==> config.mk <==
export PLATFORM = sky130hd
export DESIGN_NAME = cbpd_ctrl
export DESIGN_NICKNAME = d
export VERILOG_FILES = /design/src/rtl/cbpd_pkg.sv /design/src/rtl/cbpd_ctrl.sv
export SDC_FILE = /design/constraint.sdc
export NUM_CORES = 1
export LEC_CHECK = 0
export BUFFER_PORTS_ARGS = -buffer_cell sky130_fd_sc_hd__buf_2
export CAP_MARGIN = 25
export CORE_MARGIN = 2
export CORE_UTILIZATION = 50
export DETAILED_ROUTE_END_ITERATION = 12
export PLACE_DENSITY = 0.77
export SLEW_MARGIN = 20
export SYNTH_ARGS = -nofsm -noshare
export SYNTH_HDL_FRONTEND = slang
export SYNTH_SLANG_ARGS = --single-unit
==> constraint.sdc <==
create_clock -name clk -period 4.05 [get_ports clk]
set_input_delay 1.0125 -clock clk [delete_from_list [all_inputs] [get_ports clk]]
set_output_delay 1.0125 -clock clk [all_outputs]
set_load 0.02 [all_outputs]
==> src/rtl/cbpd_pkg.sv <==
// Shared types, constants and the arctangent table for the cylinder power deposit block.
// No dependencies; every RTL file but cbpd_ram imports this package, and so does the testbench.
`timescale 1ns / 1ps
`default_nettype none
package cbpd_pkg;

  localparam int SECTIONS   = 64;
  localparam int SECTORS    = 64;
  localparam int NODE_COUNT = SECTIONS * SECTORS;
  localparam int NODE_W     = $clog2(NODE_COUNT);
  localparam int SEC_W      = $clog2(SECTIONS);
  localparam int SECT_W     = $clog2(SECTORS);
  localparam int ACC_W      = 48;
  localparam int CRD_W      = 52;

  localparam logic [1:0] STAT_DEP  = 2'd0;
  localparam logic [1:0] STAT_LEN  = 2'd1;
  localparam logic [1:0] STAT_ANG  = 2'd2;
  localparam logic [1:0] STAT_READ = 2'd3;

  localparam logic [2:0] MUL_NONE = 3'd0;
  localparam logic [2:0] MUL_X    = 3'd1;
  localparam logic [2:0] MUL_Y    = 3'd2;
  localparam logic [2:0] MUL_P    = 3'd3;
  localparam logic [2:0] MUL_Q    = 3'd4;
  localparam logic [2:0] MUL_E    = 3'd5;
  localparam logic [2:0] MUL_S1   = 3'd6;
  localparam logic [2:0] MUL_S2   = 3'd7;

  typedef struct packed {
    logic signed [31:0] start_z;
    logic [30:0]        cyl_length;
    logic [31:0]        inv_section_pitch;
    logic [15:0]        angle_start;
    logic [15:0]        angle_end;
    logic [23:0]        inv_angle_span;
    logic [15:0]        power_scale;
  } cfg_t;

  typedef struct packed {
    logic              load;
    logic [2:0]        mul_op;
    logic              hx_load;
    logic              cordic_init;
    logic              cordic_step;
    logic [3:0]        step;
    logic              angle_load;
    logic              sec_load;
    logic              sect_load;
    logic              pow_load;
    logic [1:0]        node;
    logic              acc_rd;
    logic              acc_wr;
    logic              clr_wr;
    logic [NODE_W-1:0] clr_addr;
    logic              res_load;
    logic [1:0]        res_status;
  } cmd_t;

  typedef struct packed {
    logic op_read;
    logic len_miss;
    logic ang_miss;
    logic has_front;
  } sts_t;

  // atan(2^-i) in binary angle units
  function automatic logic [13:0] cordic_atan(input logic [3:0] i);
    logic [13:0] r;
    case (i)
      4'd0:    r = 14'd8192;
      4'd1:    r = 14'd4836;
      4'd2:    r = 14'd2555;
      4'd3:    r = 14'd1297;
      4'd4:    r = 14'd651;
      4'd5:    r = 14'd326;
      4'd6:    r = 14'd163;
      4'd7:    r = 14'd81;
      4'd8:    r = 14'd41;
      4'd9:    r = 14'd20;
      4'd10:   r = 14'd10;
      4'd11:   r = 14'd5;
      4'd12:   r = 14'd3;
      4'd13:   r = 14'd1;
      4'd14:   r = 14'd1;
      default: r = 14'd0;
    endcase
    return r;
  endfunction

endpackage
`default_nettype wire

==> src/rtl/cbpd_ctrl.sv <==
// Sequencer for the deposit block: memory clear, multiply schedule, CORDIC steps,
// node read-modify-write and result handoff. Depends on cbpd_pkg.
`timescale 1ns / 1ps
`default_nettype none
module cbpd_ctrl import cbpd_pkg::*; (
  input  wire logic clk,
  input  wire logic rst,
  input  wire logic in_valid,
  output logic      in_stall,
  output logic      out_valid,
  input  wire logic out_stall,
  input  wire sts_t sts,
  output cmd_t      cmd
);

  localparam logic [3:0] S_CLEAR = 4'd0;
  localparam logic [3:0] S_IDLE  = 4'd1;
  localparam logic [3:0] S_MULX  = 4'd2;
  localparam logic [3:0] S_MULY  = 4'd3;
  localparam logic [3:0] S_CINIT = 4'd4;
  localparam logic [3:0] S_CSTEP = 4'd5;
  localparam logic [3:0] S_ANGLE = 4'd6;
  localparam logic [3:0] S_MULP  = 4'd7;
  localparam logic [3:0] S_MULQ  = 4'd8;
  localparam logic [3:0] S_MULE  = 4'd9;
  localparam logic [3:0] S_POW   = 4'd10;
  localparam logic [3:0] S_NS1   = 4'd11;
  localparam logic [3:0] S_NS2   = 4'd12;
  localparam logic [3:0] S_NWR   = 4'd13;
  localparam logic [3:0] S_RD    = 4'd14;
  localparam logic [3:0] S_FIN   = 4'd15;

  logic [3:0]        state;
  logic [NODE_W-1:0] clr_cnt;
  logic [3:0]        step;
  logic [1:0]        node;
  logic [1:0]        res;
  logic              out_free;
  logic              last_node;

  assign in_stall  = (state != S_IDLE);
  assign out_free  = !out_valid || !out_stall;
  assign last_node = (node == 2'd3) || (node == 2'd1 && !sts.has_front);

  always_ff @(posedge clk) begin
    if (rst) begin
      state     <= S_CLEAR;
      clr_cnt   <= '0;
      step      <= '0;
      node      <= '0;
      res       <= STAT_DEP;
      out_valid <= 1'b0;
    end else begin
      if (cmd.res_load) begin
        out_valid <= 1'b1;
      end else if (!out_stall) begin
        out_valid <= 1'b0;
      end
      unique case (state)
        S_CLEAR: begin
          clr_cnt <= clr_cnt + 1'b1;
          if (clr_cnt == NODE_W'(NODE_COUNT - 1)) state <= S_IDLE;
        end
        S_IDLE: if (in_valid) state <= S_MULX;
        S_MULX: begin
          if (sts.op_read) begin
            state <= S_RD;
          end else if (sts.len_miss) begin
            res   <= STAT_LEN;
            state <= S_FIN;
          end else begin
            state <= S_MULY;
          end
        end
        S_MULY:  state <= S_CINIT;
        S_CINIT: begin
          step  <= '0;
          state <= S_CSTEP;
        end
        S_CSTEP: begin
          step <= step + 1'b1;
          if (step == 4'd15) state <= S_ANGLE;
        end
        S_ANGLE: state <= S_MULP;
        S_MULP: begin
          if (sts.ang_miss) begin
            res   <= STAT_ANG;
            state <= S_FIN;
          end else begin
            state <= S_MULQ;
          end
        end
        S_MULQ: state <= S_MULE;
        S_MULE: state <= S_POW;
        S_POW: begin
          node  <= '0;
          state <= S_NS1;
        end
        S_NS1: state <= S_NS2;
        S_NS2: state <= S_NWR;
        S_NWR: begin
          if (last_node) begin
            res   <= STAT_DEP;
            state <= S_FIN;
          end else begin
            node  <= node + 1'b1;
            state <= S_NS1;
          end
        end
        S_RD: begin
          res   <= STAT_READ;
          state <= S_FIN;
        end
        S_FIN: if (out_free) state <= S_IDLE;
        default: state <= S_IDLE;
      endcase
    end
  end

  always_comb begin
    cmd            = '0;
    cmd.step       = step;
    cmd.node       = node;
    cmd.clr_addr   = clr_cnt;
    cmd.res_status = res;
    unique case (state)
      S_CLEAR: cmd.clr_wr = 1'b1;
      S_IDLE:  cmd.load = in_valid;
      S_MULX:  cmd.mul_op = MUL_X;
      S_MULY: begin
        cmd.mul_op  = MUL_Y;
        cmd.hx_load = 1'b1;
      end
      S_CINIT: cmd.cordic_init = 1'b1;
      S_CSTEP: cmd.cordic_step = 1'b1;
      S_ANGLE: cmd.angle_load = 1'b1;
      S_MULP:  cmd.mul_op = MUL_P;
      S_MULQ: begin
        cmd.mul_op  = MUL_Q;
        cmd.sec_load = 1'b1;
      end
      S_MULE: begin
        cmd.mul_op    = MUL_E;
        cmd.sect_load = 1'b1;
      end
      S_POW: cmd.pow_load = 1'b1;
      S_NS1: begin
        cmd.mul_op = MUL_S1;
        cmd.acc_rd = 1'b1;
      end
      S_NS2: cmd.mul_op = MUL_S2;
      S_NWR: cmd.acc_wr = 1'b1;
      S_RD:  cmd.acc_rd = 1'b1;
      S_FIN: cmd.res_load = out_free;
      default: ;
    endcase
  end

endmodule
`default_nettype wire

======== Yosys cells after proc, flatten, opt, wreduce, memory -nomap -nowiden ========
Index checks and enable logic that the tools add are counted.
cells by class
  mux-type cells .......................... 32
  add/sub/neg operators ................... 3
  reduce and logical (&&, ||, !) cells .... 14
  equality and inequality tests ........... 30
operator list
  operator               count
  $pmux 4 s16            1
  $eq 4x4->1 const B     9
  $mux 4                 6
  $pmux 3 s7             1
  $ne 2x2->1 const B     9
  $eq 4x3->1 const B     4
  $mux 1                 14
  $add 12x1->12 const B  1
  $eq 12x12->1 const B   1
  $mux 2                 5
  $eq 4x2->1 const B     2
  $pmux 2 s4             1
  $pmux 4 s2             1
  $mux 3                 2
  $reduce_and 5->1       1
  $add 4x1->4 const B    1
  $eq 4x1->1 const B     1
  $logic_not 4->1        1
  $ne 4x1->1 const B     1
  $pmux 2 s2             1
  $reduce_and 4->1       1
  $reduce_bool 2->1      2
  $reduce_bool 4->1      1
  $logic_not 1->1        3
  other kinds (8)        9
word-level totals
  output and inout bits ................... 37
  word-level logic and storage cells ...... 85
  register bits ........................... 25
  input bits .............................. 8

======== Depth between registers and ports, before layout ========
  depth after elaboration ................. 5
  depth in mapped cells ................... 7
  gate-level depth less buffers ........... 7

======== Least setup slack after synthesis ========
Ideal clock, no wire load.
  path kind ............................... flip-flop to output port
  from .................................... register state[2]
  to ...................................... output port cmd[31] in the netlist's numbering
  stages on the path, launching flop included .. 6
  data arrival time ....................... 1469 ps
  slack ................................... 1569 ps
  required time ........................... 3038 ps
  path through ............................ dfxtp_1 buf_2 buf_2 xnor2_1 nand2_1 o21ai_0
RTL lines
  item                    line             source
  start, declared         cbpd_ctrl.sv:33  logic [3:0] state;
  start signal, assigned  cbpd_ctrl.sv:47  state <= S_CLEAR;
  start signal, assigned  cbpd_ctrl.sv:62  if (clr_cnt == NODE_W'(NODE_COUNT - 1)) state <= S_IDLE;
  start signal, assigned  cbpd_ctrl.sv:64  S_IDLE: if (in_valid) state <= S_MULX;
  end, declared           cbpd_ctrl.sv:13  output cmd_t cmd

==> impl_metrics.env <==
export IMPL_via_count=1438
export IMPL_power_switching_uw=299.9
export IMPL_cp_data_arrival_time_ns=1.94
export IMPL_final_min_clock_period_ns=2.953
export IMPL_portBuffers=44
export IMPL_leading_post_synthesis_cells_by_cell_area="sky130_fd_sc_hd__dfxtp_1 (34%), sky130_fd_sc_hd__a21oi_1 (6.1%), sky130_fd_sc_hd__nor2_1 (6.1%)"
export IMPL_cts_buffers_inserted=3
export IMPL_power_frac_clock_pct=17.2
export IMPL_fp_dieArea_um2=3390
export IMPL_max_clock_path_buffers=2
export IMPL_setup_viol=0
export IMPL_post_synth_top_area_cell="sky130_fd_sc_hd__dfxtp_1"
export IMPL_synth_simple_gate_area_share_pct=34.89
export IMPL_routed_wirelength_um=3254
export IMPL_worst_clk_skew_ns=0.01036
export IMPL_worst_ir_drop_vdd_uv=405.2
export IMPL_cp_start_kind="flip-flop"
export IMPL_static_leakage_power_nw=0.6932
export IMPL_cts_tree="built"
export IMPL_max_clock_freq_mhz=338.7
export IMPL_cp_max_fo=21
export IMPL_netlist_instances=191
export IMPL_status="finished, final reports clean"
export IMPL_clk_root_buffer_cell="sky130_fd_sc_hd__clkbuf_4"
export IMPL_antenna_found_initial=0
export IMPL_power_per_cell_area_nw_per_um2=416.2
export IMPL_synthTopCellsByCount="sky130_fd_sc_hd__dfxtp_1 (25), sky130_fd_sc_hd__nor2_1 (24), sky130_fd_sc_hd__nand2_1 (20)"
export IMPL_synth_seq_area_share_pct=34.04
export IMPL_synth_top_cell_area_share_pct=34.04
export IMPL_initialDrtViolationCount=38
export IMPL_areaGrowthSynthToFinish_pct=15.74
export IMPL_max_slew_worst_pin_slew_ns=0.7191
export IMPL_path_clk_slew_ns=0.15
export IMPL_routabilityCongestion=0.8041
export IMPL_grt_overflow_total=0
export IMPL_cts_htree_levels=1
export IMPL_internal_power_uw=408.2
export IMPL_power_share_combinational_pct=35.9
export IMPL_yosysWarningCount=0
export IMPL_residual_antenna_violating_net_count_after_detailed_routing=0
export IMPL_drt_wirelength_per_cell_um=12.61
export IMPL_synth_xor_xnor_area_share_pct=5.362
export IMPL_start_util_pct=52.86
export IMPL_std_cell_rows=19
export IMPL_leading_cell_type_by_number_of_instances_after_synthesis="sky130_fd_sc_hd__dfxtp_1"
export IMPL_chipHeight_um=58.23
export IMPL_total_nets_after_synthesis=203
export IMPL_grt_use_total_pct=20.10
export IMPL_layout_cell_share_with_drive_strength_beyond_1_pct=23.79
export IMPL_timing_hold_worst_class="flip-flop to flip-flop"
export IMPL_grt_pass1_vias=1224
export IMPL_design_core_area_um2=2781
export IMPL_main_combinational_cell_family_by_area_after_synthesis="simple AND/OR/NAND/NOR gates"
export IMPL_synth_lib_cells_used_distinct=39
export IMPL_placedCellCount=254
export IMPL_cp_required_ns=3.04
export IMPL_synthMuxAreaShare_pct=1.362
export IMPL_final_instance_count_excl_fill=258
export IMPL_number_of_buffers_added_to_fix_hold_violations_after_cts=0
export IMPL_post_layout_net_count=240
export IMPL_grt_max_degree=26
export IMPL_io_pins=45
export IMPL_setup_tns_ns=0
export IMPL_mappedNetlistArea_um2=1470
export IMPL_hold_viol_final=0
export IMPL_avgViaCountPerCell=5.574
export IMPL_worstSetupPathType="flip-flop to output pin"
export IMPL_pwr_share_seq_pct=46.9
export IMPL_synth_area_per_cell_um2=7.697
export IMPL_timing_max_slew_rel_slack_pct=52.00
export IMPL_post_route_period_util_pct=72.90
export IMPL_cts_setup_buffers=0
export IMPL_end_kind="output pin"
export IMPL_number_of_enable_type_register_cells_in_the_synthesized_netlist=0
export IMPL_ys_dominant_reg_cell="sky130_fd_sc_hd__dfxtp_1"
export IMPL_grt_setup_unrepaired="false"
export IMPL_antenna_cells=0
export IMPL_drv_slew=0
export IMPL_cts_repair_resize_count=0
export IMPL_clk_lat_worst_skew_ns=0.34
export IMPL_synth_compound_area_share_pct=16.00
export IMPL_drv_max_cap_violation_count=0
export IMPL_clkSinkCount=25
export IMPL_swShare_pct=42.35
export IMPL_detailedPlacementHpwl_um=2346
export IMPL_synth_fa_ha_area_share_pct=3.404
export IMPL_die_width_um=58.23
export IMPL_synth_async_reset_ratio_pct=0
export IMPL_route_detailed_drc=0
export IMPL_ys_ff_latch=25
export IMPL_drt_first_pass_iters=4
export IMPL_grt_pass1_wl_um=5375
[flip-flops by register name (all words and copies together), names as in the netlist]
register / flops
node: 2
res: 2
out_valid: 1
state: 4
step: 4
clr_cnt: 12
[metrics by stage]
stage | utilization, % | power [mW] | setup WS [ns] | area (um2) | hold slack (ns)
2_1_floorplan | - | 0.5350 | 1.569 | 1470 | 0.5495
3_3_place_gp | 60.10 | 0.5890 | 1.489 | 1672 | 0.4572
3_5_place_dp | 60.10 | 0.5920 | 1.496 | 1672 | 0.4682
4_1_cts | 61.18 | 0.7126 | 1.113 | 1702 | 0.4879
5_1_grt | 61.18 | 0.7522 | 0.9877 | 1702 | 0.5062
6_report | 61.18 | 0.7081 | 1.097 | 1702 | 0.4911
[cell type report]
cell class              instances  area, um2
fillers                       273       1080
repair buffers                 44      220.2
inverters                       4      15.01
flip-flops and latches         25      500.5
multi-input cells             150      897.1
clock buffers                   3      22.52
well taps                      31      38.79
clock inverters                 1      7.507
[critical path, cell delays in order, from the launching register on]
cell and delay [ns]:
sky130_fd_sc_hd__dfxtp_1 0.82, sky130_fd_sc_hd__xnor2_1 0.20, sky130_fd_sc_hd__or3_1 0.32, sky130_fd_sc_hd__o21ai_0 0.07, sky130_fd_sc_hd__buf_2 0.18
[worst paths after layout]
path / start / end / slack, ns / cells past startpoint
worst max-delay path: state[2] / cmd[31] / 1.10 / 4
worst min-delay path: res[0] / res[0] / 0.49 / 2
worst max register to register: state[2] / node[1] / 1.96 / 5
worst min register to register: res[0] / res[0] / 0.49 / 2
[power by group through the flow]
stage               Clock [mW]  Sequential, mW  Combinational (mW)
detailed placement           0           0.337               0.255
finish                   0.122           0.332               0.254
floorplan                    0           0.305               0.230
CTS                      0.125           0.331               0.257
global placement             0           0.335               0.254
global route             0.133           0.338               0.281
[layout by cell type (no fill, tap or decap), types with 2 or more instances in the layout]
master	count
sky130_fd_sc_hd__a21oi_1	18
sky130_fd_sc_hd__a311oi_1	2
sky130_fd_sc_hd__a31oi_1	2
sky130_fd_sc_hd__and2_1	3
sky130_fd_sc_hd__buf_2	44
sky130_fd_sc_hd__clkbuf_4	3
sky130_fd_sc_hd__dfxtp_1	25
sky130_fd_sc_hd__ha_1	4
sky130_fd_sc_hd__inv_1	4
sky130_fd_sc_hd__mux2i_1	2
sky130_fd_sc_hd__nand2_1	20
sky130_fd_sc_hd__nand2b_1	4
sky130_fd_sc_hd__nand3_1	6
sky130_fd_sc_hd__nand4_1	5
sky130_fd_sc_hd__nor2_1	24
sky130_fd_sc_hd__nor2b_1	4
sky130_fd_sc_hd__nor3_1	3
sky130_fd_sc_hd__nor3b_1	3
sky130_fd_sc_hd__nor4_1	2
sky130_fd_sc_hd__o21ai_0	15
sky130_fd_sc_hd__or2_2	3
sky130_fd_sc_hd__or3_1	6
sky130_fd_sc_hd__or4_1	2
sky130_fd_sc_hd__xnor2_1	6
sky130_fd_sc_hd__xor2_1	3
[metal layers]
| metal | vias up | track usage, % | routed length, um |
|---|---|---|---|
| li1 | 749 | - | - |
| met2 | 40 | 31.49 | 1448 |
| met1 | 644 | 27.82 | 1574 |
| met5 | - | 0 | 0 |
| met4 | 0 | 8.638 | 49 |
| met3 | 5 | 2.455 | 182 |
[kinds of logic after synthesis]
logic type | after synthesis
AO/OA/AOI/OAI | 42
adder cells (fa/ha/maj) | 4
XOR/XNOR | 9
buffers and inverters | 16
flip-flops | 25
AND/OR/NAND/NOR | 93
multiplexers | 2
Power figures use the tool's default switching activity.
