<file path="config.mk">
export PLATFORM = sky130hd
export DESIGN_NAME = cbpd_regs
export DESIGN_NICKNAME = d
export VERILOG_FILES = /design/src/rtl/cbpd_pkg.sv /design/src/rtl/cbpd_regs.sv
export SDC_FILE = /design/constraint.sdc
export NUM_CORES = 1
export LEC_CHECK = 0
export BUFFER_PORTS_ARGS = -buffer_cell sky130_fd_sc_hd__clkbuf_2
export CAP_MARGIN = 20
export CORE_MARGIN = 8
export CORE_UTILIZATION = 45
export CTS_BUF_LIST = sky130_fd_sc_hd__clkbuf_4 sky130_fd_sc_hd__clkbuf_8 sky130_fd_sc_hd__clkbuf_16
export CTS_CLUSTER_SIZE = 28
export DETAILED_ROUTE_END_ITERATION = 6
export GPL_TIMING_DRIVEN = 0
export PLACE_DENSITY = 0.75
export SLEW_MARGIN = 20
export SYNTH_ARGS = -nofsm -noshare
export SYNTH_HDL_FRONTEND = slang
export SYNTH_SLANG_ARGS = --single-unit
</file>
<file path="constraint.sdc">
create_clock -name clk -period 1.4 [get_ports clk]
set_clock_uncertainty 0.1 [all_clocks]
set_input_delay 0.21 -clock clk [delete_from_list [all_inputs] [get_ports clk]]
set_output_delay 0.21 -clock clk [all_outputs]
set_load 0.05 [all_outputs]
</file>
<file path="src/rtl/cbpd_pkg.sv">
// Shared types, constants and the arctangent table for the cylinder power deposit block.
// No dependencies; every RTL file but cbpd_ram imports this package, and so does the testbench.
`timescale 1ns / 1ps
`default_nettype none
package cbpd_pkg;

  localparam int SECTIONS   = 64;
  localparam int SECTORS    = 64;
  localparam int NODE_COUNT = SECTIONS * SECTORS;
  localparam int NODE_W     = $clog2(NODE_COUNT);
  localparam int SEC_W      = $clog2(SECTIONS);
  localparam int SECT_W     = $clog2(SECTORS);
  localparam int ACC_W      = 48;
  localparam int CRD_W      = 52;

  localparam logic [1:0] STAT_DEP  = 2'd0;
  localparam logic [1:0] STAT_LEN  = 2'd1;
  localparam logic [1:0] STAT_ANG  = 2'd2;
  localparam logic [1:0] STAT_READ = 2'd3;

  localparam logic [2:0] MUL_NONE = 3'd0;
  localparam logic [2:0] MUL_X    = 3'd1;
  localparam logic [2:0] MUL_Y    = 3'd2;
  localparam logic [2:0] MUL_P    = 3'd3;
  localparam logic [2:0] MUL_Q    = 3'd4;
  localparam logic [2:0] MUL_E    = 3'd5;
  localparam logic [2:0] MUL_S1   = 3'd6;
  localparam logic [2:0] MUL_S2   = 3'd7;

  typedef struct packed {
    logic signed [31:0] start_z;
    logic [30:0]        cyl_length;
    logic [31:0]        inv_section_pitch;
    logic [15:0]        angle_start;
    logic [15:0]        angle_end;
    logic [23:0]        inv_angle_span;
    logic [15:0]        power_scale;
  } cfg_t;

  typedef struct packed {
    logic              load;
    logic [2:0]        mul_op;
    logic              hx_load;
    logic              cordic_init;
    logic              cordic_step;
    logic [3:0]        step;
    logic              angle_load;
    logic              sec_load;
    logic              sect_load;
    logic              pow_load;
    logic [1:0]        node;
    logic              acc_rd;
    logic              acc_wr;
    logic              clr_wr;
    logic [NODE_W-1:0] clr_addr;
    logic              res_load;
    logic [1:0]        res_status;
  } cmd_t;

  typedef struct packed {
    logic op_read;
    logic len_miss;
    logic ang_miss;
    logic has_front;
  } sts_t;

  // atan(2^-i) in binary angle units
  function automatic logic [13:0] cordic_atan(input logic [3:0] i);
    logic [13:0] r;
    case (i)
      4'd0:    r = 14'd8192;
      4'd1:    r = 14'd4836;
      4'd2:    r = 14'd2555;
      4'd3:    r = 14'd1297;
      4'd4:    r = 14'd651;
      4'd5:    r = 14'd326;
      4'd6:    r = 14'd163;
      4'd7:    r = 14'd81;
      4'd8:    r = 14'd41;
      4'd9:    r = 14'd20;
      4'd10:   r = 14'd10;
      4'd11:   r = 14'd5;
      4'd12:   r = 14'd3;
      4'd13:   r = 14'd1;
      4'd14:   r = 14'd1;
      default: r = 14'd0;
    endcase
    return r;
  endfunction

endpackage
`default_nettype wire

</file>
<file path="src/rtl/cbpd_regs.sv">
// APB-style configuration register file for the deposit block.
// Depends on cbpd_pkg.
`timescale 1ns / 1ps
`default_nettype none
module cbpd_regs import cbpd_pkg::*; (
  input  wire logic        clk,
  input  wire logic        rst,
  input  wire logic        psel,
  input  wire logic        penable,
  input  wire logic        pwrite,
  input  wire logic [4:0]  paddr,
  input  wire logic [31:0] pwdata,
  output logic      [31:0] prdata,
  output logic             pready,
  output cfg_t             cfg
);

  localparam logic [2:0] REG_START_Z = 3'd0;
  localparam logic [2:0] REG_LENGTH  = 3'd1;
  localparam logic [2:0] REG_PITCH   = 3'd2;
  localparam logic [2:0] REG_A_START = 3'd3;
  localparam logic [2:0] REG_A_END   = 3'd4;
  localparam logic [2:0] REG_SPAN    = 3'd5;
  localparam logic [2:0] REG_SCALE   = 3'd6;

  logic       wr_en;
  logic [2:0] idx;

  assign pready = 1'b1;
  assign wr_en  = psel && penable && pwrite;
  assign idx    = paddr[4:2];

  always_ff @(posedge clk) begin
    if (rst) begin
      cfg.start_z           <= '0;
      cfg.cyl_length        <= 31'd65536;
      cfg.inv_section_pitch <= 32'd65536;
      cfg.angle_start       <= 16'd0;
      cfg.angle_end         <= 16'd65535;
      cfg.inv_angle_span    <= 24'd64;
      cfg.power_scale       <= 16'd8225;
    end else if (wr_en) begin
      unique case (idx)
        REG_START_Z: cfg.start_z           <= pwdata;
        REG_LENGTH:  cfg.cyl_length        <= pwdata[30:0];
        REG_PITCH:   cfg.inv_section_pitch <= pwdata;
        REG_A_START: cfg.angle_start       <= pwdata[15:0];
        REG_A_END:   cfg.angle_end         <= pwdata[15:0];
        REG_SPAN:    cfg.inv_angle_span    <= pwdata[23:0];
        REG_SCALE:   cfg.power_scale       <= pwdata[15:0];
        default: ;
      endcase
    end
  end

  always_comb begin
    unique case (idx)
      REG_START_Z: prdata = cfg.start_z;
      REG_LENGTH:  prdata = {1'b0, cfg.cyl_length};
      REG_PITCH:   prdata = cfg.inv_section_pitch;
      REG_A_START: prdata = {16'd0, cfg.angle_start};
      REG_A_END:   prdata = {16'd0, cfg.angle_end};
      REG_SPAN:    prdata = {8'd0, cfg.inv_angle_span};
      REG_SCALE:   prdata = {16'd0, cfg.power_scale};
      default:     prdata = 32'd0;
    endcase
  end

endmodule
`default_nettype wire

</file>
# Word level (Yosys, flattened, before mapping)
# Cells that the tools add are included.
[word_totals]
ff_bits = 167
in_bits = 42
out_inout_bits = 200
word_cells = 24
[op_classes]
eq_ne = 6
muxes = 1
reduce_logical = 10
[op_table]
columns = ["operator", "n"]
rows = [
  ["$pmux 32 s7", 1],
  ["$reduce_and 2->1", 7],
  ["$eq 3x3->1 const B", 3],
  ["$eq 3x2->1 const B", 2],
  ["$eq 3x1->1 const B", 1],
  ["$logic_not 3->1", 1],
  ["$logic_and 1x1->1", 2],
]

# Logic depth before layout (Yosys ltp)
# Gate-level depths: netlist of run 1.
[logic_depth]
depth_word = 3
depth_mapped = 6
mapped_depth_nobuf = 3

# Least setup slack after synthesis of run 1
# Ideal clock, no wire load.
[synth_path]
path_kind = "reg-to-output"
startpoint = "reg cfg[4] (netlist bit)"
endpoint = "out prdata[4]"
t_arrival_ns = 2.154
required_time_ns = 1.090
path_slack_ns = -1.064
stages_incl_launch_ff = 4
n_path_buf = 0
cell_sequence = "dfxtp_1 > mux2_2 > a221oi_1 > a221oi_1"
[synth_via]
elab_chain_cells = 1
[synth_lines]
columns = ["element", "line", "text"]
rows = [
  ["start, declared", "cbpd_regs.sv:15", "output cfg_t cfg"],
  ["$pmux 32 s7", "cbpd_regs.sv:57", "unique case (idx)"],
  ["end, declared", "cbpd_regs.sv:13", "output logic [31:0] prdata,"],
]
# No other way between the ends.

# Final worst setup path of run 1
[layout_path]
startpoint = "reg cfg[142] (netlist bit)"
endpoint = "out prdata[7]"
# The elaborated chain is that of the path after synthesis.

==> flow_summary.ini, run 1 <==
[synth]
synth_edf_count = 0
synth_ff_type = dfxtp_1
synth.area.top_cells = dfxtp_1 (42%), mux2i_1 (12%), nand2b_1 (8.4%), o21ai_0 (5.0%), mux2_2 (4.2%)
yosys.cell_types.count = 38
ys_seq_area_share_pct = 41.85
synth.most_common_cell = dfxtp_1
synthTopCellsByCount = dfxtp_1 (167), nand2b_1 (107), mux2i_1 (99)
synth_top_area_share_pct = 41.85
syn_area_mm2 = 0.007988
syn_avg_cell_area_um2 = 9.213
synth.ff_latch_count = 167
synth_async_sr_flop_share_pct = 0
yosysTopAreaCell = dfxtp_1
netlist_instances = 867
synth_nets = 909
yosysWarnings = 0

[routing]
ant_nets = 0
drtPass1Iterations = 7
wl_per_cell_um = 25.54
routed_via_density = 6.184
drt_iter0_markers = 1074
drt-total-wl_um = 36820
drc = 2
via_count = 8917

[floorplan]
core_mm2 = 0.01736
die_h_um = 149.2
rows = 48
dieArea_mm2 = 0.02227
die_w_um = 149.2
io_pins = 242
start_util_pct = 46.02

[clocking]
root_buffer = clkbuf_16
numCtsBuffers = 17
clock_tree.buffer_depth = 2
cts_tree = done
cts.sinks = 167
clkTransAtPathRegs_ns = 0.07
cts_max_level = 4
clk_latency_ns = 0.44

[global_routing]
antenna_found_initial = 0
grt_usage_pct = 30.95
grt_pass1_wl_um = 52710
grt_pass1_vias = 8775
grt-ovfl-total = 0
grt_max_degree = 17

[worst_setup_path]
r2r-start = cfg[19]$_SDFFE_PP0P_
crit_type = flop to output port
crit_fanout = 2
worstPathRequired_ns = 1.09
start_kind = flop
cp_data_arrival_time_ns = 1.65
cp-startpoint = cfg[142]$_SDFFE_PP0P_
crit_path_end_kind = output port

[placed_design]
finalWeightedCongestion = 0.9116
io_buffers = 237
dpl_worst_slack_ns = -1.024
dp_cells = 1329
placed_area_mm2 = 0.009898
dp_hpwl_um = 23400

[cells_and_area]
largest_reg_flops = 167
final_area_mm2 = 0.01256
num-nets-final = 1246
largest_register = cfg
diodes = 0
area_growth_pct = 57.30
stdcell_count = 1442
reg.largest.list = cfg: 167 flops
drive_above_1_share_pct = 48.64

[timing]
finalHoldViolCount = 0
timing.fmax_ghz = 0.5112
rsz0062_at_grt = yes
slew-limit-headroom_pct = 46.68
tightestPinTransition_ns = 0.7999
finalSetupViolCount = 38
slew_violations = 0
holdWs_ns = 0.1718
fin_crit_sh_pct = 139.7
setup_ws_ns = -0.5563
period_minus_slack_ns = 1.956

[pwr]
internal-power_w = 0.008109
p_clk_share_pct = 42.8
ir_drop_uv = 934.5
total_power_w = 0.01123
p_sw_share_pct = 27.80
seqPwrFrac_pct = 42.7
power.density_mw_per_mm2 = 893.8
cellLeakagePower_nw = 5.307
switchingPower_w = 0.003122
p_comb_share_pct = 14.6

[outcome]
violations = DRC, setup timing
status = complete, but fails checks

[min_path]
hold_class = input pin to flop
hold_path.startpoint = paddr[4]

[run]
maxCapViolCount = 0
[power groups by stage]
stage | clock (W) | sequential, W | combinational [W]
5_1_grt | 0.00493 | 0.00479 | 0.00167
2_1_floorplan | 0 | 0.00501 | 0.000687
6_report | 0.00480 | 0.00479 | 0.00164
3_5_place_dp | 0 | 0.00489 | 0.00125
4_1_cts | 0.00474 | 0.00479 | 0.00156
3_3_place_gp | 0 | 0.00489 | 0.00124
[metrics by stage]
stage	util [%]	TNS (ns)
2_1_floorplan	-	-9.363
3_3_place_gp	57.03	-63.51
3_5_place_dp	57.03	-68.89
4_1_cts	71.07	-11.19
5_1_grt	72.39	-12.49
6_report	72.39	-11.69
[final cells by class]
class / instances / area, µm²
sequential: 167 / 3512
inverter: 2 / 11.26
clock buffer: 20 / 460.4
multi-input combinational: 615 / 4708
clock inverter: 12 / 125.1
fill: 1185 / 4792
buffer: 78 / 636.9
tap: 225 / 281.5
timing repair buffer: 323 / 2829
[worst paths after layout]
check	end	slack, ns	cells past startpoint
min reg2reg	cfg[166]$_SDFFE_PP0P_	0.38	2
max reg2reg	cfg[19]$_SDFFE_PP0P_	0.33	3
max	prdata[7]	-0.56	4
min	cfg[123]$_SDFFE_PP0P_	0.17	4
[kinds of logic (layout without fill, tap and decap cells)]
family          after synthesis  after routing  share of synthesized area (%)
simple gates                257            257                          18.69
compound gates              225            225                          16.87
flops                       167            167                          41.85
mux                         132            132                          17.06
buf+inv                      85            435                          5.482
other cells                   1              1                        0.04695
[repair_timing]
action / CTS / global route
hold endpoints to repair: 68 / 0
resized for setup: 314 / 162
setup endpoints to repair: 127 / 153
hold buffers: 32 / 0
setup buffers: 42 / 11
gates cloned: 2 / 1
pin swaps: 38 / 34
[critical path, stage by stage (launching register included)]
cell and delay [ns]:
dfxtp_2 0.33, mux2_4 0.28, a32oi_2 0.20, o211ai_1 0.18, clkbuf_8 0.22
[layout by cell type (no fill, tap or decap), types with 5 or more instances in the layout]
cell type,instances
o21ai_1,13
buf_4,86
clkbuf_2,83
clkinv_2,5
nor2_4,10
clkbuf_4,50
buf_2,31
mux2i_1,99
buf_8,27
buf_12,12
nand2_1,9
dfxtp_4,16
mux2_2,12
a32oi_2,7
dfxtp_2,87
nand3_1,48
clkbuf_8,37
a32oi_1,8
dlygate4sd3_1,32
buf_6,14
nor2_1,39
o211ai_1,14
dfxtp_1,64
nor2b_1,23
a22oi_1,11
nand2b_1,107
mux2_4,21
o21ai_0,80
a21oi_1,48
clkbuf_16,23
clkbuf_1,25
a22oi_2,33
[routing by layer]
metal	up-vias	share of wire (%)	track usage (%)
met5	-	0	0
met1	4296	37	36.01
met2	689	46	48.78
li1	3774	-	-
met4	0	5.4	19.08
met3	158	11	9.982
(Power assumes the default switching activity.)
==> inputs of run 2 (changes only) <==
- PLACE_DENSITY: 0.75 -> default
- PLACE_DENSITY_LB_ADDON: default -> 0.2
==> run 2 against run 1 <==
  * The flow finishes with violations (setup timing)
  * Sequential power hardly changed
  * Critical path depth stayed put
  * First-iteration DRC count is 13% lower
  * Die area stayed put
  * Clock power is 9.8% higher
  * Global-route usage is 0.14 points lower
  * Worst setup slack better by 0.038 ns
  * Sequential share of layout area is 0.66 points lower
  * Final area is 2.2% higher
  * Worst hold slack better by 0.072 ns
  * Non-clock buffer count is 15 higher
  * Critical path type unchanged
  * Highest routed layer is now met5
==> flow_summary.ini, run 2 (same netlist as run 1, synthesis figures left out) <==
[outcome]
status = complete, but fails checks
violations = setup timing

[global_routing]
grt_max_degree = 17
antenna_found_initial = 1
grt_pass1_vias = 8680
grt_usage_pct = 30.81
grt_pass1_wl_um = 52210
grt-ovfl-total = 0

[routing]
routed_via_density = 6.007
drt_iter0_markers = 935
via_count = 8752
ant_nets = 0
drtPass1Iterations = 5
wl_per_cell_um = 24.94
drc = 0
drt-total-wl_um = 36330

[clocking]
numCtsBuffers = 17
cts_max_level = 4
cts_tree = done
cts.sinks = 167
clk_latency_ns = 0.44
clock_tree.buffer_depth = 2
root_buffer = clkbuf_16
clkTransAtPathRegs_ns = 0.07

[worst_setup_path]
rrSetupSlack_ns = 0.35
crit_fanout = 2
start_kind = flop
crit_path_end_kind = output port
worst-r2r-cell-count = 4
worstPathRequired_ns = 1.09
crit_type = flop to output port
cp_data_arrival_time_ns = 1.61
r2r-start = cfg[83]$_SDFFE_PP0P_
r2r_end = cfg[83]$_SDFFE_PP0P_

[floorplan]
start_util_pct = 46.02
die_w_um = 149.2
die_h_um = 149.2
core_mm2 = 0.01736
io_pins = 242
dieArea_mm2 = 0.02227
rows = 48

[timing]
timing.fmax_ghz = 0.5214
finalSetupViolCount = 35
rsz0062_at_grt = yes
finalHoldViolCount = 0
period_minus_slack_ns = 1.918
slew-limit-headroom_pct = 53.33
setup_tns_ns = -11.44
slew_violations = 0
setup_ws_ns = -0.5178
tightestPinTransition_ns = 0.7000
fin_crit_sh_pct = 137.0

[cells_and_area]
final_cell_mix = buf_4 (108), nand2b_1 (107), mux2i_1 (99), o21ai_0 (80), dfxtp_2 (80)
diodes = 0
largest_reg_flops = 167
regArea_mm2 = 0.003503
reg.largest.list = cfg: 167 flops
final_common_cell = buf_4
num-nets-final = 1261
fillers = 1173
area_growth_pct = 60.73
multi_input_area_mm2 = 0.004732
drive_above_1_share_pct = 48.62
largest_register = cfg

[placed_design]
dp_hpwl_um = 23300
io_buffers = 237
finalWeightedCongestion = 0.9204
dpl_worst_slack_ns = -0.9072

[min_path]
hold_path.startpoint = pwrite
hold_class = input pin to flop
hold_path_end = cfg[166]$_SDFFE_PP0P_
min_path_cells = 4

[run]
maxCapViolCount = 0

[pwr]
cellLeakagePower_nw = 5.446
power.density_mw_per_mm2 = 913.0
ir_drop_uv = 920.0
-- run 2: critical path, stage by stage (launching register included) --
cell	delay, ns
dfxtp_2	0.32
mux2_4	0.28
a221oi_4	0.33
a221oi_4	0.07
buf_8	0.17
-- run 2: cell type report --
type / count / area share, %
buffer: 79 / 4.853
clock buffer: 24 / 4.093
clock inverter: 8 / 1.033
inverter: 2 / 0.06822
multi-input combinational: 615 / 36.86
sequential: 167 / 27.29
tap: 225 / 2.193
timing repair buffer: 337 / 23.61
-- run 2: how the worst max path moves through the flow --
| stage | from | end | slack [ns] | cells past startpoint |
|---|---|---|---|---|
| detailed placement | paddr[2] | prdata[6] | -0.91 | 7 |
| global placement | paddr[2] | prdata[6] | -0.91 | 7 |
| finish | cfg[44]$_SDFFE_PP1P_ | prdata[4] | -0.52 | 4 |
| global route | cfg[4]$_SDFFE_PP0P_ | prdata[4] | -0.54 | 4 |
| floorplan | paddr[4] | prdata[12] | -0.53 | 5 |
| CTS | cfg[142]$_SDFFE_PP0P_ | prdata[7] | -0.51 | 4 |
-- run 2: report_power, final --
group / total (W) / internal (W) / switching, W
sequential: 0.00479 / 0.00476 / 0.0000339
clock: 0.00527 / 0.00319 / 0.00208
combinational: 0.00166 / 0.000635 / 0.00102
total: 0.0117 / 0.00859 / 0.00314
-- run 2: through the flow --
| step | cells | utilization, % | hold slack, ns | power, W | instance area, µm² |
|---|---|---|---|---|---|
| after floorplan | 867 | - | 0.2502 | 0.005697 | 8431 |
| after global routing | 1457 | 73.97 | 0.2729 | 0.01191 | 12840 |
| after global placement | 1329 | 57.03 | 0.3556 | 0.006139 | 9898 |
| after detailed placement | 1329 | 57.03 | 0.3649 | 0.006145 | 9898 |
| after CTS | 1449 | 71.80 | 0.2386 | 0.01157 | 12460 |
| final | 1457 | 73.97 | 0.2437 | 0.01172 | 12840 |
-- run 2: what timing repair did --
item / in CTS / in global routing
gates cloned: 3 / 0
setup buffers: 55 / 14
hold endpoints to repair: 64 / 0
pin swaps: 43 / 29
setup endpoints to repair: 126 / 179
resized for setup: 290 / 260
hold buffers: 32 / 0
-- run 2: metal layers --
| layer | track usage, % | vias up | routed length [µm] |
|---|---|---|---|
| met5 | 0 | - | 12 |
| met4 | 16.20 | 2 | 1450 |
| met3 | 8.495 | 128 | 3709 |
| met2 | 48.35 | 593 | 16970 |
| met1 | 37.91 | 4232 | 14190 |
| li1 | - | 3797 | - |
==> inputs of run 3 (changes only) <==
- GPL_ROUTABILITY_DRIVEN: default -> 0
- GPL_TIMING_DRIVEN: 0 -> default
==> run 3 against run 2 <==
  * The flow still finishes with violations (setup timing)
  * Maximum frequency is 1.9% lower
  * Critical path depth is 1 higher
  * Sequential share of layout area is 0.85 points lower
  * Via count is 4.7% lower
  * Combinational power is 4% lower
==> flow_summary.ini, run 3 (same netlist as run 1, synthesis figures left out) <==
[outcome]
status = complete, but fails checks
violations = setup timing

[floorplan]
die_w_um = 149.2
die_h_um = 149.2
start_util_pct = 46.02
io_pins = 242
rows = 48
dieArea_mm2 = 0.02227
core_mm2 = 0.01736

[worst_setup_path]
crit_type = flop to output port
worst-r2r-cell-count = 4
cp-startpoint = cfg[4]$_SDFFE_PP0P_
crit_end = prdata[4]
crit_path_end_kind = output port
critPathMaxStageDelay_ns = 0.33
crit_slowest_cell = dfxtp_2
start_kind = flop
crit_fanout = 2
worstPathRequired_ns = 1.09
cp_cell_sequence = mux2_4 > a221oi_2 > buf_4 > a221oi_4 > buf_8
r2r_end = cfg[20]$_SDFFE_PP0P_
cp_num_buf_inv = 2
crit_family = flip-flops
cp.depth = 5
r2r-start = cfg[20]$_SDFFE_PP0P_
cp_data_arrival_time_ns = 1.64
rrSetupSlack_ns = 0.38

[global_routing]
grt_pass1_vias = 8307
grt_pass1_wl_um = 47280
grt_usage_pct = 27.10
antenna_found_initial = 1
grt_max_degree = 75
grt-ovfl-total = 0

[clocking]
cts_max_level = 4
numCtsBuffers = 17
clk_latency_ns = 0.42
cts.sinks = 167
clkTransAtPathRegs_ns = 0.07
clock_tree.buffer_depth = 2
root_buffer = clkbuf_16
cts_tree = done

[cells_and_area]
postLayoutCoreUtil_pct = 76.34
largest_register = cfg
reg.largest.list = cfg: 167 flops
num-nets-final = 1266
drive_above_1_share_pct = 50.49
largest_reg_flops = 167
final_cell_mix = buf_4 (146), nand2b_1 (106), mux2i_1 (99), o21ai_0 (80), dfxtp_2 (80)
final_common_cell = buf_4
area_growth_pct = 65.88
fillers = 1148

[timing]
finalHoldViolCount = 0
fin_crit_sh_pct = 139.6
setup_ws_ns = -0.5548
finalSetupViolCount = 32
period_minus_slack_ns = 1.955
rsz0062_at_grt = yes
slew_violations = 0
timing.fmax_ghz = 0.5116
holdWs_ns = 0.07942

[placed_design]
io_buffers = 238
dp_hpwl_um = 21200

[routing]
routed_via_density = 5.707
drt-met1-wl_um = 12570
wl_per_cell_um = 21.61
dr_wl_met3_um = 2473
drtPass1Iterations = 5
drc = 0
wl_met2_um = 15560
via_count = 8344
top_layer = met4
ant_nets = 0
drt-total-wl_um = 31590
drt_iter0_markers = 654

[pwr]
cellLeakagePower_nw = 5.644
power.density_mw_per_mm2 = 831.3
ir_drop_uv = 851.4

[min_path]
hold_class = input pin to flop

[run]
maxCapViolCount = 0
[run 3: per-layer routing]
layer | global-route usage, % | up-vias
met1 | 33.06 | 4027
met2 | 45.27 | 419
met5 | 0 | -
met4 | 11.41 | 0
li1 | - | 3818
met3 | 5.977 | 80
[run 3: layout make-up]
cell class | instances | area, µm² | area share, %
multi-input combinational | 615 | 4678 | 35.31
timing repair buffer | 421 | 4199 | 31.69
sequential | 167 | 3503 | 26.44
clock buffer | 24 | 509.2 | 3.843
tap | 225 | 281.5 | 2.125
clock inverter | 7 | 68.82 | 0.5194
inverter | 2 | 7.507 | 0.05666
antenna | 1 | 2.502 | 0.01889
[run 3: timing repair]
action / CTS / global route
gates cloned: 2 / 0
hold endpoints to repair: 71 / 0
pin swaps: 29 / 27
setup endpoints to repair: 144 / 126
setup buffers: 7 / 10
gates resized for setup: 261 / 159
hold buffers: 32 / 0
[run 3: how the worst min path moves through the flow]
stage	start	to	slack, ns	depth (start not counted)
after floorplan	pwdata[28]	cfg[100]$_SDFFE_PP0P_	0.25	2
after global placement	pwdata[20]	cfg[92]$_SDFFE_PP0P_	0.36	3
after detailed placement	pwdata[28]	cfg[100]$_SDFFE_PP0P_	0.37	3
after CTS	rst	cfg[52]$_SDFFE_PP1P_	0.06	3
after global routing	rst	cfg[147]$_SDFFE_PP0P_	0.13	3
final	rst	cfg[54]$_SDFFE_PP1P_	0.08	3
[run 3: report_power, final]
part,switching (W),internal [W]
clock network,0.00192,0.00271
registers,0.0000297,0.00476
logic,0.000918,0.000674
[run 3: stage by stage]
step                total power, W  setup slack [ns]  std cells  instance area (µm²)  TNS [ns]
floorplan                 0.005697           -0.5298        867                 8431    -9.363
global route               0.01130           -0.6345       1462                13250    -12.22
CTS                        0.01098           -0.5571       1454                12980    -10.93
finish                     0.01101           -0.5548       1462                13250    -10.66
global placement          0.006215           -0.5073       1382                11030    -63.12
detailed placement        0.006223           -0.4930       1382                11030    -63.35
[run 3: worst min-delay path: stages]
cell	delay [ns]
buf_4	0.18
nor2_1	0.09
mux2i_1	0.07
